File: config.mk
export PLATFORM = sky130hd
export DESIGN_NAME = decimal_integer_field_formatter
export DESIGN_NICKNAME = d
export VERILOG_FILES = /design/src/sv/dif_pkg.sv /design/src/sv/dif_dp.sv /design/src/sv/dif_ctrl.sv /design/src/sv/decimal_integer_field_formatter.sv
export SDC_FILE = /design/constraint.sdc
export NUM_CORES = 1
export LEC_CHECK = 0
export BUFFER_PORTS_ARGS = -buffer_cell sky130_fd_sc_hd__buf_4
export CAP_MARGIN = 20
export CORE_MARGIN = 3
export CORE_UTILIZATION = 65
export DETAILED_ROUTE_END_ITERATION = 8
export HOLD_SLACK_MARGIN = 0.1
export PLACE_DENSITY = 0.84
export SLEW_MARGIN = 20
export SYNTH_ARGS = -nofsm -noshare
export SYNTH_HDL_FRONTEND = slang
export SYNTH_SLANG_ARGS = --single-unit
File: constraint.sdc
create_clock -name clk_i -period 28 [get_ports clk_i]
set_input_delay 4.2 -clock clk_i [delete_from_list [all_inputs] [get_ports clk_i]]
set_output_delay 4.2 -clock clk_i [all_outputs]
set_load 0.005 [all_outputs]
File: src/sv/dif_pkg.sv
// Shared types and constants for the decimal integer field formatter.
// No dependencies.
`default_nettype none
package dif_pkg;

  localparam int unsigned ValueW   = 64;
  localparam int unsigned CapAbs   = 64;   // hard cap on characters per field
  localparam int unsigned BndW     = 9;    // field boundary arithmetic width
  localparam int unsigned CycW     = 6;    // shift cycle counter

  localparam logic [7:0] ChMinus = 8'h2D;
  localparam logic [7:0] ChPlus  = 8'h2B;
  localparam logic [7:0] ChSpace = 8'h20;
  localparam logic [7:0] ChZero  = 8'h30;

  typedef enum logic [2:0] {
    ST_IDLE,
    ST_CONV,
    ST_COUNT,
    ST_SETUP,
    ST_EMIT
  } state_e;

  typedef struct packed {
    logic load;
    logic shift;
    logic count;
    logic setup;
    logic emit;
  } dp_cmd_t;

  typedef struct packed {
    logic out_free;
    logic total_zero;
    logic pos_last;
  } dp_status_t;

endpackage
`default_nettype wire

File: src/sv/dif_dp.sv
// Datapath: operand sizing, shift-and-add-3 binary to BCD, field layout and
// character output register. Depends on dif_pkg.
`default_nettype none
module dif_dp #(
  parameter int unsigned MAX_FIELD  = 64,
  parameter int unsigned MAX_DIGITS = 20
) (
  input  wire logic                 clk_i,
  input  wire logic                 rst_ni,
  input  wire dif_pkg::dp_cmd_t     cmd_i,
  output dif_pkg::dp_status_t       status_o,
  input  wire logic [87:0]          in_data_i,
  input  wire logic [2:0]           in_user_i,
  output logic [7:0]                out_data_o,
  output logic                      out_last_o,
  output logic                      out_valid_o,
  input  wire logic                 out_ready_i
);
  import dif_pkg::*;

  localparam int unsigned Cap  = (MAX_FIELD < CapAbs) ? MAX_FIELD : CapAbs;
  localparam int unsigned CntW = $clog2(MAX_DIGITS + 1);
  localparam int unsigned IdxW = $clog2(MAX_DIGITS);

  logic [MAX_DIGITS-1:0][3:0] bcd_q, bcd_d;
  logic [ValueW-1:0] sh_q;
  logic ovf_q, magz_q;
  logic left_q, plus_q, space_q, zpad_q, hasp_q, sgn_q, neg_q;
  logic [6:0] width_q;
  logic [5:0] prec_q;
  logic [CntW-1:0] cnt_q;
  logic [BndW-1:0] b1_q, b2_q, b4_q, b5_q, total_q, pos_q;
  logic [7:0] sign_ch_q;
  logic [7:0] out_data_q;
  logic out_last_q, out_valid_q;

  // operand sizing
  logic [ValueW-1:0] v_in, mask, vm, mag;
  logic neg;
  always_comb begin
    v_in = in_data_i[63:0];
    unique case (in_user_i[2:1])
      2'd0:    mask = 64'h0000_0000_0000_00FF;
      2'd1:    mask = 64'h0000_0000_0000_FFFF;
      2'd2:    mask = 64'h0000_0000_FFFF_FFFF;
      default: mask = '1;
    endcase
    vm = v_in & mask;
    unique case (in_user_i[2:1])
      2'd0:    neg = in_user_i[0] & vm[7];
      2'd1:    neg = in_user_i[0] & vm[15];
      2'd2:    neg = in_user_i[0] & vm[31];
      default: neg = in_user_i[0] & vm[63];
    endcase
    mag = neg ? ((~vm + 64'd1) & mask) : vm;
  end

  // one shift-and-add-3 step
  logic [MAX_DIGITS-1:0][3:0] adj;
  always_comb begin
    for (int i = 0; i < MAX_DIGITS; i++) begin
      adj[i] = (bcd_q[i] >= 4'd5) ? bcd_q[i] + 4'd3 : bcd_q[i];
    end
    bcd_d = (4*MAX_DIGITS)'({adj, sh_q[ValueW-1]});
  end

  // significant digit count
  logic [CntW-1:0] cnt_calc;
  always_comb begin
    cnt_calc = CntW'(1);
    for (int i = 1; i < MAX_DIGITS; i++) begin
      if (bcd_q[i] != 4'd0) cnt_calc = CntW'(i + 1);
    end
    if (ovf_q) cnt_calc = CntW'(MAX_DIGITS);
    if (magz_q && hasp_q && prec_q == 6'd0) cnt_calc = '0;
  end

  // field layout
  logic [BndW-1:0] w_cl, sl, zeros, body, pad, b1, b2, b3, b4, b5, full;
  logic zp;
  always_comb begin
    w_cl  = (BndW'(width_q) > BndW'(Cap)) ? BndW'(Cap) : BndW'(width_q);
    sl    = BndW'(sign_ch_q != 8'd0);
    zeros = (hasp_q && BndW'(prec_q) > BndW'(cnt_q)) ? BndW'(prec_q) - BndW'(cnt_q) : '0;
    body  = sl + zeros + BndW'(cnt_q);
    pad   = (w_cl > body) ? w_cl - body : '0;
    zp    = zpad_q & ~left_q & ~hasp_q;
    b1    = (!left_q && !zp) ? pad : '0;
    b2    = b1 + sl;
    b3    = b2 + (zp ? pad : '0);
    b4    = b3 + zeros;
    b5    = b4 + BndW'(cnt_q);
    full  = b5 + (left_q ? pad : '0);
  end

  // character at current position
  logic [7:0] ch;
  logic [BndW-1:0] didx;
  always_comb begin
    didx = b5_q - BndW'(1) - pos_q;
    if (pos_q < b1_q)      ch = ChSpace;
    else if (pos_q < b2_q) ch = sign_ch_q;
    else if (pos_q < b4_q) ch = ChZero;
    else if (pos_q < b5_q) ch = ChZero + {4'd0, bcd_q[didx[IdxW-1:0]]};
    else                   ch = ChSpace;
  end

  always_ff @(posedge clk_i or negedge rst_ni) begin
    if (!rst_ni) begin
      out_valid_q <= 1'b0;
    end else if (cmd_i.emit) begin
      out_valid_q <= 1'b1;
    end else if (out_ready_i) begin
      out_valid_q <= 1'b0;
    end
  end

  always_ff @(posedge clk_i) begin
    if (cmd_i.load) begin
      bcd_q   <= '0;
      sh_q    <= mag;
      ovf_q   <= 1'b0;
      magz_q  <= (mag == '0);
      sgn_q   <= in_user_i[0];
      neg_q   <= neg;
      left_q  <= in_data_i[64];
      plus_q  <= in_data_i[65];
      space_q <= in_data_i[66];
      zpad_q  <= in_data_i[67];
      width_q <= in_data_i[74:68];
      hasp_q  <= in_data_i[75];
      prec_q  <= in_data_i[81:76];
    end
    if (cmd_i.shift) begin
      bcd_q <= bcd_d;
      sh_q  <= sh_q << 1;
      ovf_q <= ovf_q | adj[MAX_DIGITS-1][3];
    end
    if (cmd_i.count) begin
      cnt_q <= cnt_calc;
      if (neg_q)                  sign_ch_q <= ChMinus;
      else if (sgn_q && plus_q)   sign_ch_q <= ChPlus;
      else if (sgn_q && space_q)  sign_ch_q <= ChSpace;
      else                        sign_ch_q <= 8'd0;
    end
    if (cmd_i.setup) begin
      b1_q    <= b1;
      b2_q    <= b2;
      b4_q    <= b4;
      b5_q    <= b5;
      total_q <= (full > BndW'(Cap)) ? BndW'(Cap) : full;
      pos_q   <= '0;
    end
    if (cmd_i.emit) begin
      out_data_q <= ch;
      out_last_q <= (pos_q == total_q - BndW'(1));
      pos_q      <= pos_q + BndW'(1);
    end
  end

  assign status_o.out_free   = ~out_valid_q | out_ready_i;
  assign status_o.total_zero = (total_q == '0);
  assign status_o.pos_last   = (pos_q == total_q - BndW'(1));
  assign out_data_o  = out_data_q;
  assign out_last_o  = out_last_q;
  assign out_valid_o = out_valid_q;

endmodule
`default_nettype wire

File: src/sv/dif_ctrl.sv
// Controller FSM: sequences load, 64 conversion shifts, count, layout and
// character emission. Depends on dif_pkg.
`default_nettype none
module dif_ctrl (
  input  wire logic                clk_i,
  input  wire logic                rst_ni,
  input  wire logic                in_valid_i,
  output logic                     in_ready_o,
  output dif_pkg::dp_cmd_t         cmd_o,
  input  wire dif_pkg::dp_status_t status_i
);
  import dif_pkg::*;

  state_e state_q, state_d;
  logic [CycW-1:0] cyc_q, cyc_d;

  always_comb begin
    state_d = state_q;
    cyc_d   = cyc_q;
    unique case (state_q)
      ST_IDLE:  if (in_valid_i) begin
        state_d = ST_CONV;
        cyc_d   = '0;
      end
      ST_CONV: begin
        cyc_d = cyc_q + CycW'(1);
        if (cyc_q == '1) state_d = ST_COUNT;
      end
      ST_COUNT: state_d = ST_SETUP;
      ST_SETUP: state_d = ST_EMIT;
      ST_EMIT: begin
        if (status_i.total_zero) state_d = ST_IDLE;
        else if (status_i.out_free && status_i.pos_last) state_d = ST_IDLE;
      end
      default: state_d = ST_IDLE;
    endcase
  end

  always_comb begin
    cmd_o      = '0;
    in_ready_o = 1'b0;
    unique case (state_q)
      ST_IDLE: begin
        in_ready_o = 1'b1;
        cmd_o.load = in_valid_i;
      end
      ST_CONV:  cmd_o.shift = 1'b1;
      ST_COUNT: cmd_o.count = 1'b1;
      ST_SETUP: cmd_o.setup = 1'b1;
      ST_EMIT:  cmd_o.emit = status_i.out_free & ~status_i.total_zero;
      default: ;
    endcase
  end

  always_ff @(posedge clk_i or negedge rst_ni) begin
    if (!rst_ni) begin
      state_q <= ST_IDLE;
      cyc_q   <= '0;
    end else begin
      state_q <= state_d;
      cyc_q   <= cyc_d;
    end
  end

  a_zero_done: assert property (@(posedge clk_i) disable iff (!rst_ni)
    (state_q == ST_EMIT && status_i.total_zero) |=> state_q == ST_IDLE)
    else $error("empty field did not finish");
  a_emit_free: assert property (@(posedge clk_i) disable iff (!rst_ni)
    cmd_o.emit |-> status_i.out_free)
    else $error("emit into occupied output register");
  a_conv_len: assert property (@(posedge clk_i) disable iff (!rst_ni)
    (state_q == ST_CONV && cyc_q != '1) |=> state_q == ST_CONV)
    else $error("conversion cut short");

endmodule
`default_nettype wire

File: src/sv/decimal_integer_field_formatter.sv
// Decimal integer field formatter, top level (printf %d/%i/%u).
// Depends on dif_pkg, dif_ctrl, dif_dp.
//
// Slave channel takes one conversion request per word; master channel gives
// one ASCII character per word, tlast on the final character of the field.
// A request runs: accept, shift-and-add-3 binary to BCD conversion of all 64
// value bits (one value bit per cycle), digit count, layout, then one
// character per cycle while the receiver takes them.
// Per request the field holds N output characters, N up to
// min(MAX_FIELD, 64); a field with no characters gives no word.
// The next request is accepted once the previous final character is loaded
// into the output register, even while that word waits.
// A stalled receiver holds the output word and pauses emission.
// Reset clears the controller and the output valid; the block is idle.
`default_nettype none
module decimal_integer_field_formatter #(
  parameter int unsigned MAX_FIELD  = 64,
  parameter int unsigned MAX_DIGITS = 20
) (
  input  wire logic        clk_i,
  input  wire logic        rst_ni,
  input  wire logic        s_axis_tvalid,
  output logic             s_axis_tready,
  // [63:0] value_bits, [64] left_justify, [65] force_plus, [66] space_sign,
  // [67] zero_pad, [74:68] field_width, [75] has_precision, [81:76] precision
  input  wire logic [87:0] s_axis_tdata,
  // [0] is_signed, [2:1] size_code
  input  wire logic [2:0]  s_axis_tuser,
  output logic             m_axis_tvalid,
  input  wire logic        m_axis_tready,
  // [7:0] char_out
  output logic [7:0]       m_axis_tdata,
  output logic             m_axis_tlast
);
  import dif_pkg::*;

  dp_cmd_t    cmd;
  dp_status_t status;

  dif_ctrl u_ctrl (
    .clk_i      (clk_i),
    .rst_ni     (rst_ni),
    .in_valid_i (s_axis_tvalid),
    .in_ready_o (s_axis_tready),
    .cmd_o      (cmd),
    .status_i   (status)
  );

  dif_dp #(
    .MAX_FIELD  (MAX_FIELD),
    .MAX_DIGITS (MAX_DIGITS)
  ) u_dp (
    .clk_i       (clk_i),
    .rst_ni      (rst_ni),
    .cmd_i       (cmd),
    .status_o    (status),
    .in_data_i   (s_axis_tdata),
    .in_user_i   (s_axis_tuser),
    .out_data_o  (m_axis_tdata),
    .out_last_o  (m_axis_tlast),
    .out_valid_o (m_axis_tvalid),
    .out_ready_i (m_axis_tready)
  );

endmodule
`default_nettype wire

==> results of run 1 <==
## kinds of logic after synthesis
family / after synthesis / share of synthesized area, %
and+or+nand+nor: 636 / 16.94
AOI/OAI and AO/OA: 415 / 15.11
DFF: 246 / 41.27
buffers and inverters: 209 / 4.672
xor gates and xnor gates: 161 / 8.019
adders and majority gates: 138 / 10.36
muxes: 38 / 3.594
other: 2 / 0.04230
## flip-flops by register name (all words and copies together), names as in the netlist, 7 cells and up
signal,count
u_dp.bcd_q,80
u_dp.sh_q,64
u_dp.b1_q,9
u_dp.b2_q,9
u_dp.b4_q,9
u_dp.b5_q,9
u_dp.pos_q,9
u_dp.total_q,9
u_dp.width_q,7
## final cells by class
type	instances	area, um^2
clock buffer	36	709.4
clock inverter	9	98.84
fill	1882	6913
inverter	136	513.0
multi-input combinational	1395	9622
sequential	246	7327
tap	335	419.2
timing repair buffer	110	825.8
## cell usage in the layout (no fill, tap or decap), types with 7 or more instances in the layout
master / count
and3_1: 16
or4_1: 8
a31oi_1: 24
and2_1: 11
a32o_1: 7
nor2_1: 192
nor3b_1: 9
conb_1: 7
clkbuf_16: 27
nor4_1: 22
clkbuf_1: 9
o31ai_1: 18
nor3_1: 60
xnor2_1: 92
o21a_1: 14
o41ai_1: 7
or3_1: 9
dfrtp_1: 10
fa_1: 15
o21bai_1: 9
o211ai_1: 8
nand3_1: 23
buf_4: 110
ha_1: 123
nand2_1: 193
or2_2: 7
nand4_1: 10
mux2i_1: 12
o21ai_0: 111
nand2b_1: 36
a21o_1: 24
inv_1: 134
a21oi_1: 122
a41oi_1: 9
nor2b_1: 15
a211oi_1: 7
mux4_2: 20
xor2_1: 68
edfxtp_1: 235
## power by group through the flow
stage          sequential (uW)  combinational, uW  clock [uW]
3_5_place_dp               643                490           0
6_report                   638                500         335
2_1_floorplan              617                383           0
4_1_cts                    636                498         338
5_1_grt                    653                569         353
3_3_place_gp               636                460           0
## how the worst max path moves through the flow
stage / endpoint / slack (ns) / depth (start not counted)
finish: u_dp.total_q[6] / 17.49 / 48
global route: u_dp.total_q[6] / 16.71 / 48
CTS: u_dp.total_q[6] / 17.53 / 48
detailed placement: u_dp.total_q[6] / 17.62 / 48
global placement: u_dp.total_q[6] / 17.95 / 48
floorplan: u_dp.total_q[6] / 18.60 / 48
## worst max-delay path, delay by kind of cell (launching register included)
kind,cells,cell delay (ns)
compound gates,12,2.21
xor+xnor,5,1.18
fa+ha+maj,10,3.22
buf+inv,7,0.81
flops,1,0.48
mux,1,0.30
simple gates,13,2.06
## per-stage QoR
stage	std cells	utilization (%)	hold slack [ns]
after floorplan	1850	-	0.4366
after global placement	2222	70.78	0.4444
after detailed placement	2222	70.78	0.4608
after CTS	2267	73.84	0.4685
after global routing	2267	73.84	0.4874
final	2267	73.84	0.4668
## layer usage
layer | global-route usage [%] | vias up
li1 | - | 6767
met1 | 37.80 | 6759
met2 | 49.31 | 599
met3 | 3.884 | 92
met4 | 8.922 | 2
met5 | 0 | -
==> summary.txt, run 1 <==
Logic synthesis
  – Seq/Total Area, Yosys: 41.27%
  – Async S/R FF share, synth: 4.065%
  – Average size of a mapped cell: 9.624 um^2
  – Most frequent cell after synthesis: edfxtp_1
  – Syn Std Cell Area: 17,760 um^2
  – Synth Flop Type: edfxtp_1
  – Number of synthesized flops with an enable pin: 235
  – Top cell type's share of synthesized area: 39.74%
  – Count of cell types in the netlist: 87
  – Mapped Cells: 1,845
  – Main area contributors after synthesis: edfxtp_1 (40%), ha_1 (8.7%), xnor2_1 (4.5%)
  – YS warnings: 0
  – Synth area leader: edfxtp_1
  – Synthesized flop and latch total: 246
  – Post-synth top cells: edfxtp_1 (235), nand2_1 (194), nor2_1 (192), inv_1 (135), ha_1 (123)

Worst setup path
  – RR Startpoint: u_dp.cnt_q[1]
  – Worst EP arrival: 10.77 ns
  – R2R depth: 48
  – Req. time, crit path: 28.26 ns
  – Slowest CP cell: fa_1
  – Crit-path max FO: 15
  – Critical Path Start Type: flip-flop
  – Most Frequent Cell on Critical Path: ha_1
  – Register-to-Register Setup Slack: 17.49 ns
  – CP startpoint: u_dp.cnt_q[1]
  – Critical Path Max Stage Delay: 0.50 ns
  – FF-to-FF End: u_dp.total_q[6]
  – WS Path Type: reg -> reg
  – CP endpoint kind: flip-flop

Pwr
  – Combinational fraction of design power: 33.9%
  – PD cells: 75.49 nW/um^2
  – Worst VDD drop: 0.00004884 V
  – Clock network power share: 22.7%
  – Net Sw Frac: 35.14%
  – Design Power: 1473 uW
  – Reg power frac: 43.3%
  – Int Power: 955.5 uW
  – LEAKAGE: 0.008024 uW
  – P_sw: 517.6 uW

Timing
  – Achievable Freq: 0.09511 GHz
  – Tcrit/Tclk final: 37.55%
  – Fin crit period: 10.51 ns
  – Setup slack after layout: 17.49 ns
  – Skew final: 0.02395 ns
  – # setup viols final: 0
  – RSZ-0062 raised after global routing: false
  – Setup tns final: 0 ns
  – Worst-Margin Slew: 1.041 ns
  – Hold Violations, Final: 0
  – Slew headroom: 30.59%
  – Pins Over Slew Limit: 0

Cells and area
  – Ant. Diodes: 0
  – Syn-to-layout area delta: 9.908%
  – Post-Layout Inst Area: 19,520 um^2
  – Layout cells sized above 1: 10.56%
  – Final nets: 2,148

Clocking
  – Clock sinks: 246
  – Post-CTS resize count: 0
  – Root Driver: clkbuf_16
  – Setup Buffers After CTS: 0
  – Clock slew at reported path FFs: 0.06 ns
  – Htree depth: 1
  – Clk_lat worst skew: 0.54 ns
  – Total CTS buffers: 26
  – Clock buffer depth: 3
  – CTS tree: done
  – Cts hold-fix bufs: 0

Global routing
  – GRT Total Usage: 28.56%
  – Antenna violations before repair: 1
  – Number of global-route vias before repair: 13,812
  – Largest net degree at the start of global routing: 88
  – First-pass GRT wire length: 68,010 um
  – Total global routing overflow: 0

Floorplanning
  – Die W: 171.3 um
  – Die H: 171.3 um
  – # rows: 59
  – Die area: 29,340 um^2
  – Core Box Area: 26,430 um^2
  – Initial Util: 67.19%
  – I/O pin total: 106

Run status
  – Status: complete, no violations

Min path
  – Hold Path Origin: u_dp.sh_q[0]
  – Hold crit path type: reg -> reg
  – Worst Hold Depth: 2
  – Worst Hold End: u_dp.sh_q[0]

Route
  – M1 WL: 17,520 um
  – Met2 Routed Length: 20,600 um
  – WL per Instance: 18.67 um
  – First-pass DRT Iterations: 6
  – Via/cell ratio: 6.272
  – Routed vias: 14,219
  – WL met3: 2902 um
  – Top Metal Used: met5
  – Drt drc: 0
  – Drt total wl: 42,330 um
  – Iteration-0 DRC Markers: 1,409
  – Antenna viol nets, final: 0

Run
  – Max-cap violation count: 0

Place
  – Placer Congestion: 0.9418
  – Post-DP HPWL: 31,090 um
  – Pre-CTS WS: 17.62 ns
  – Area after DPL: 18,710 um^2
  – IO Port Bufs: 97
Note: power is estimated with default switching activity, not from simulation.
==> inputs of run 2 (changes only) <==
--- a/config.mk
+++ b/config.mk
@@ -8,10 +8,10 @@
 export BUFFER_PORTS_ARGS = -buffer_cell sky130_fd_sc_hd__buf_4
 export CAP_MARGIN = 20
 export CORE_MARGIN = 3
-export CORE_UTILIZATION = 65
+export CORE_UTILIZATION = 63
 export DETAILED_ROUTE_END_ITERATION = 8
 export HOLD_SLACK_MARGIN = 0.1
-export PLACE_DENSITY = 0.84
+export PLACE_DENSITY = 0.82
 export SLEW_MARGIN = 20
 export SYNTH_ARGS = -nofsm -noshare
 export SYNTH_HDL_FRONTEND = slang
==> constraint.sdc (replaced) <==
create_clock -name clk_i -period 10.53 [get_ports clk_i]
set_input_delay 1.5795 -clock clk_i [delete_from_list [all_inputs] [get_ports clk_i]]
set_output_delay 1.5795 -clock clk_i [all_outputs]
set_load 0.005 [all_outputs]
==> run 2 against run 1 <==
Effect of this change:
- critical path depth is 1 lower
- global-route usage is 0.65 points lower
- sequential cell count stayed put
- clock power grew to 2.7 times the previous value
- largest cell class unchanged
- largest power group unchanged
==> summary.txt, run 2 (synthesized netlist as in run 1, its figures left out) <==
Route
  – Top Metal Used: met5
  – Routed vias: 14,286 (+0.47%)
  – Iteration-0 DRC Markers: 1,150 (-18%)
  – WL met3: 2983 um (+2.8%)
  – Drt drc: 0 (unchanged)
  – Via/cell ratio: 6.190 (-1.3%)
  – Drt total wl: 43,280 um (+2.2%)
  – Antenna viol nets, final: 0 (unchanged)
  – WL per Instance: 18.75 um (+0.41%)
  – Met2 Routed Length: 20,820 um (+1.1%)
  – M1 WL: 17,920 um (+2.3%)
  – First-pass DRT Iterations: 5 (-1)

Place
  – Post-DP HPWL: 31,640 um (+1.8%)
  – IO Port Bufs: 97 (unchanged)
  – Placer Congestion: 0.9827 (+4.3%)

Floorplanning
  – Initial Util: 64.98% (-2.2 points)
  – Die H: 173.9 um (+1.5%)
  – I/O pin total: 106 (unchanged)
  – Die area: 30,230 um^2 (+3.1%)
  – # rows: 60 (+1.7%)
  – Die W: 173.9 um (+1.5%)
  – Core Box Area: 27,330 um^2 (+3.4%)

Global routing
  – Total global routing overflow: 0 (unchanged)
  – Antenna violations before repair: 1 (unchanged)
  – GRT Total Usage: 27.91% (-0.65 points)
  – Largest net degree at the start of global routing: 89 (+1.1%)
  – First-pass GRT wire length: 70,020 um (+3.0%)
  – Number of global-route vias before repair: 13,965 (+1.1%)

Worst setup path
  – Req. time, crit path: 10.80 ns (-17.46 ns)
  – Crit-path max FO: 7 (-8)
  – Worst EP arrival: 10.21 ns (-0.56 ns)
  – Critical Path Max Stage Delay: 0.49 ns (about the same)
  – Slowest CP cell: fa_1
  – WS Path Type: reg -> reg
  – Most Frequent Cell on Critical Path: ha_1
  – Top Family by Delay on Critical Path: adder cells
  – CP endpoint kind: flip-flop
  – Worst Path Buf+Inv: 5 (-2)
  – Critical Path Start Type: flip-flop

Timing
  – Fin crit period: 9.936 ns (-0.5785 ns)
  – Hold WS: 0.4744 ns (+0.007524 ns)
  – Skew final: 0.02036 ns (-0.003591 ns)
  – Slew headroom: 33.52% (+2.9 points)
  – # setup viols final: 0 (unchanged)
  – Tcrit/Tclk final: 94.36% (+57 points)
  – Pins Over Slew Limit: 0 (unchanged)
  – Hold Violations, Final: 0 (unchanged)
  – Worst-Margin Slew: 0.9935 ns (-0.04768 ns)
  – Achievable Freq: 0.1006 GHz (+5.8%)

Pwr
  – Worst VDD drop: 0.0001433 V (+190%)
  – LEAKAGE: 0.008064 uW (+0.50%)
  – PD cells: 201.4 nW/um^2 (+170%)

Min path
  – Hold crit path type: reg -> reg

Cells and area
  – Biggest regs: u_dp.bcd_q x80, u_dp.sh_q x64
  – Syn-to-layout area delta: 10.61%
  – Multi-input gate area: 9641 um^2 (+0.20%)
  – Layout cells sized above 1: 11.11% (+0.55 points)
  – Fin util: 71.87% (-2.0 points)
  – Max reg flops: 80 (unchanged)
  – Register area: 7327 um^2 (unchanged)
  – Final-layout fill cell count: 2,075 (+10%)
  – Final nets: 2,151 (+0.14%)
  – Ant. Diodes: 0 (unchanged)
  – Reg with most FFs: u_dp.bcd_q
  – Most common cell after layout, fill and taps aside: edfxtp_1
  – Most frequent cells in the layout: edfxtp_1 (235), nand2_1 (193), nor2_1 (191), inv_1 (133), ha_1 (122)

Clocking
  – Clk_lat worst skew: 0.54 ns (about the same)
  – Clock slew at reported path FFs: 0.06 ns (about the same)
  – Root Driver: clkbuf_16
  – Clock sinks: 246 (unchanged)
  – CTS tree: done
  – Cts hold-fix bufs: 0 (unchanged)
  – Htree depth: 1 (unchanged)
  – Clock buffer depth: 3 (unchanged)
  – Total CTS buffers: 27 (+3.8%)

Run status
  – Status: complete, no violations

Run
  – Max-cap violation count: 0 (unchanged)
[run 2: metal layers]
layer / vias to the layer above / track usage [%]
met5: - / 0
met4: 2 / 9.920
met3: 105 / 3.898
met1: 6844 / 37.05
li1: 6770 / -
met2: 565 / 47.12
[run 2: path summary, 6_finish.rpt]
check,startpoint,end,slack (ns),depth (start not counted)
worst min-delay path,u_dp.sh_q[0],u_dp.sh_q[0],0.47,2
min in group asynchronous,rst_ni,u_dp.out_valid_o,0.87,1
max in group asynchronous,rst_ni,u_ctrl.state_q[1],9.50,1
worst max-delay path,u_dp.cnt_q[1],u_dp.total_q[6],0.59,47
worst min register to register,u_dp.sh_q[0],u_dp.sh_q[0],0.47,2
worst max register to register,u_dp.cnt_q[1],u_dp.total_q[6],0.59,47
[run 2: layout make-up]
class                   count  area share, %
clock buffers              37          3.784
clock inverters            10         0.5288
inverters                 136          2.625
multi-input cells        1395          49.09
flip-flops and latches    246          37.31
well taps                 372          2.370
repair buffers            112          4.300
[run 2: per-stage QoR]
stage               area (um^2)  instances  power [uW]  setup WS, ns  TNS (ns)
detailed placement        18750       2258        3023        0.3248         0
CTS                       19600       2305        3955        0.2744         0
global route              19640       2308        4221      -0.03621  -0.03621
floorplan                 17770       1850        2659         1.133         0
finish                    19640       2308        3956        0.5943         0
global placement          18750       2258        2919        0.6064         0
[run 2: tightest hold or removal path, cell delays in order, from the launching register on]
cell,delay [ns]
dfxtp_1,0.31
nand2_1,0.05
a21oi_1,0.06
[run 2: report_power, final]
group	switching [uW]	internal, uW	leakage [uW]
Sequential	237	1480	0.00259
Combinational	775	551	0.00505
Clock	378	539	0.000416
[run 2: timing repair]
| action | in CTS | in global routing |
|---|---|---|
| endpoints found under the setup margin | 0 | 7 |
| setup buffers | 0 | 3 |
| gates resized for setup | 0 | 8 |
==> inputs of run 3 (changes only) <==
--- a/config.mk
+++ b/config.mk
@@ -7,11 +7,13 @@
 export LEC_CHECK = 0
 export BUFFER_PORTS_ARGS = -buffer_cell sky130_fd_sc_hd__buf_4
 export CAP_MARGIN = 20
-export CORE_MARGIN = 3
+export CORE_MARGIN = 4
 export CORE_UTILIZATION = 63
+export CTS_CLUSTER_DIAMETER = 50
 export DETAILED_ROUTE_END_ITERATION = 8
 export HOLD_SLACK_MARGIN = 0.1
 export PLACE_DENSITY = 0.82
+export REMOVE_ABC_BUFFERS = 1
 export SLEW_MARGIN = 20
 export SYNTH_ARGS = -nofsm -noshare
 export SYNTH_HDL_FRONTEND = slang
==> run 3 against run 2 <==
Effect of this change:
- global-route usage is 0.23 points lower
- count of clock-buffer cells in the layout unchanged
- worst hold slack got worse by 0.0023 ns
- first-iteration DRC count grew 22%
- die area up 2.3%
- largest cell class unchanged
- critical path type unchanged
- maximum frequency barely moved
==> summary.txt, run 3 (synthesized netlist as in run 1, its figures left out) <==
Route
  – Antenna viol nets, final: 0 (unchanged)
  – Iteration-0 DRC Markers: 1,406 (+22%)
  – WL per Instance: 18.67 um (-0.42%)
  – Via/cell ratio: 6.198 (+0.13%)
  – Routed vias: 14,392 (+0.74%)
  – Drt drc: 0 (unchanged)
  – Drt total wl: 43,360 um (+0.19%)
  – First-pass DRT Iterations: 6 (+1)

Clocking
  – Clock sinks: 246 (unchanged)
  – Total CTS buffers: 30 (+11%)
  – Root Driver: clkbuf_16
  – Cts hold-fix bufs: 0 (unchanged)
  – Clk_lat worst skew: 0.56 ns (+0.02 ns)
  – CTS tree: done
  – Htree depth: 1 (unchanged)
  – Clock slew at reported path FFs: 0.06 ns (about the same)
  – Clock buffer depth: 3 (unchanged)

Cells and area
  – Reg with most FFs: u_dp.bcd_q
  – Biggest regs: u_dp.bcd_q x80, u_dp.sh_q x64
  – Ant. Diodes: 0 (unchanged)
  – Syn-to-layout area delta: 11.89%
  – Non-Filler Instances: 2,322 (+0.61%)
  – Final nets: 2,153 (+0.093%)
  – Layout cells sized above 1: 11.83% (+0.73 points)
  – Most common cell after layout, fill and taps aside: edfxtp_1
  – Most frequent cells in the layout: edfxtp_1 (235), nand2_1 (193), nor2_1 (191), inv_1 (133), ha_1 (122)
  – Max reg flops: 80 (unchanged)

Floorplanning
  – Die H: 175.9 um (+1.2%)
  – Die area: 30,930 um^2 (+2.3%)
  – Die W: 175.9 um (+1.2%)
  – I/O pin total: 106 (unchanged)
  – Core Box Area: 27,780 um^2 (+1.7%)
  – Initial Util: 63.91% (-1.1 points)
  – # rows: 61 (+1.7%)

Run status
  – Status: complete, no violations

Place
  – Cells after DPL: 2,262 (+0.18%)
  – Post-DP HPWL: 31,560 um (-0.25%)
  – IO Port Bufs: 97 (unchanged)
  – Placer Congestion: 0.9614 (-2.2%)

Pwr
  – P_sw: 1426 uW (+2.5%)
  – Worst VDD drop: 0.0001438 V (+0.33%)
  – Clock network power share: 26.6% (+3.4 points)
  – LEAKAGE: 0.008169 uW (+1.3%)
  – Net Sw Frac: 34.53% (-0.61 points)
  – Combinational fraction of design power: 32.1% (-1.4 points)
  – Int Power: 2703 uW (+5.3%)
  – PD cells: 207.8 nW/um^2 (+3.2%)
  – Reg power frac: 41.3% (-2.0 points)

Timing
  – Skew final: 0.01742 ns (-0.002941 ns)
  – # setup viols final: 0 (unchanged)
  – Achievable Freq: 0.1007 GHz (about the same)
  – Slew headroom: 26.32% (-7.2 points)
  – Worst-Margin Slew: 1.101 ns (+0.1076 ns)
  – Setup tns final: 0 ns (unchanged)
  – Hold Violations, Final: 0 (unchanged)
  – Fin crit period: 9.934 ns (-0.001905 ns)
  – Tcrit/Tclk final: 94.34% (about the same)
  – Pins Over Slew Limit: 0 (unchanged)

Worst setup path
  – CP endpoint kind: flip-flop
  – Slowest CP cell: fa_1
  – Critical Path Max Stage Delay: 0.49 ns (about the same)
  – Crit-path max FO: 4 (-3)
  – WS Path Type: reg -> reg
  – Req. time, crit path: 10.82 ns (+0.02 ns)
  – Most Frequent Cell on Critical Path: ha_1
  – Critical Path Start Type: flip-flop
  – Worst EP arrival: 10.22 ns (about the same)

Global routing
  – Number of global-route vias before repair: 14,233 (+1.9%)
  – Largest net degree at the start of global routing: 89 (unchanged)
  – GRT Total Usage: 27.68% (-0.23 points)
  – Antenna violations before repair: 1 (unchanged)
  – First-pass GRT wire length: 70,850 um (+1.2%)
  – Total global routing overflow: 0 (unchanged)

Run
  – Max-cap violation count: 0 (unchanged)

Min path
  – Hold crit path type: reg -> reg
run 3: cell types whose count changed in the layout (fill, tap and decap cells not counted), moves of 2 or more:
cell / previous run / this run
clkinv_2: 3 / 5
bufinv_16: 2 / 5
clkbuf_1: 7 / 3
clkbuf_16: 27 / 30
clkinv_4: 0 / 2
run 3: what timing repair did:
| item | in CTS | in global routing |
|---|---|---|
| endpoints found under the setup margin | 0 | 7 |
| resized for setup | 0 | 10 |
| buffers inserted | 0 | 4 |
run 3: power by group through the flow:
stage / clock, uW / sequential (uW) / combinational, uW
after floorplan: 0 / 1640 / 1000
after global placement: 0 / 1690 / 1220
after detailed placement: 0 / 1710 / 1300
after CTS: 1100 / 1700 / 1320
after global routing: 1150 / 1740 / 1510
final: 1100 / 1710 / 1330
run 3: path summary, 6_finish.rpt:
path | slack (ns) | cells past startpoint | from | to
worst max-delay path | 0.60 | 47 | u_dp.cnt_q[1] | u_dp.total_q[6]
worst min-delay path | 0.47 | 2 | u_dp.sh_q[0] | u_dp.sh_q[0]
worst max register to register | 0.60 | 47 | u_dp.cnt_q[1] | u_dp.total_q[6]
worst min register to register | 0.47 | 2 | u_dp.sh_q[0] | u_dp.sh_q[0]
max in group asynchronous | 9.51 | 1 | rst_ni | u_ctrl.state_q[1]
min in group asynchronous | 0.86 | 1 | rst_ni | u_dp.out_valid_o
run 3: through the flow:
stage / power (uW) / util, % / setup WS, ns / cell area, um^2 / hold WS (ns)
2_1_floorplan: 2643 / - / 0.9737 / 17460 / 0.4366
3_3_place_gp: 2919 / 67.46 / 0.7717 / 18740 / 0.4453
3_5_place_dp: 3008 / 67.46 / 0.3250 / 18740 / 0.4625
4_1_cts: 4117 / 71.31 / 0.2726 / 19810 / 0.4761
5_1_grt: 4403 / 71.51 / -0.06964 / 19870 / 0.4972
6_report: 4128 / 71.51 / 0.5962 / 19870 / 0.4720
run 3: layout make-up:
type                    count  area (um^2)
well taps                 378        473.0
clock buffers              37        817.0
fillers                  2061         7915
repair buffers            111        833.3
flip-flops and latches    246         7327
multi-input cells        1395         9648
clock inverters            19        252.7
inverters                 136        515.5
run 3: metal layers:
| layer | share of wire (%) | GRT usage [%] |
|---|---|---|
| met4 | 3.0 | 8.350 |
| met5 | 0.032 | 0 |
| met2 | 49 | 47.69 |
| met3 | 7.2 | 3.702 |
| met1 | 41 | 36.78 |
run 3: worst max-delay path: cells and delay by family (launching register included):
kind	cells	cell delay, ns
buffers and inverters	4	0.35
DFF	1	0.43
muxes	1	0.30
adders and majority gates	10	3.03
and+or+nand+nor	15	2.36
AOI/OAI and AO/OA	12	2.19
xor gates and xnor gates	5	1.00
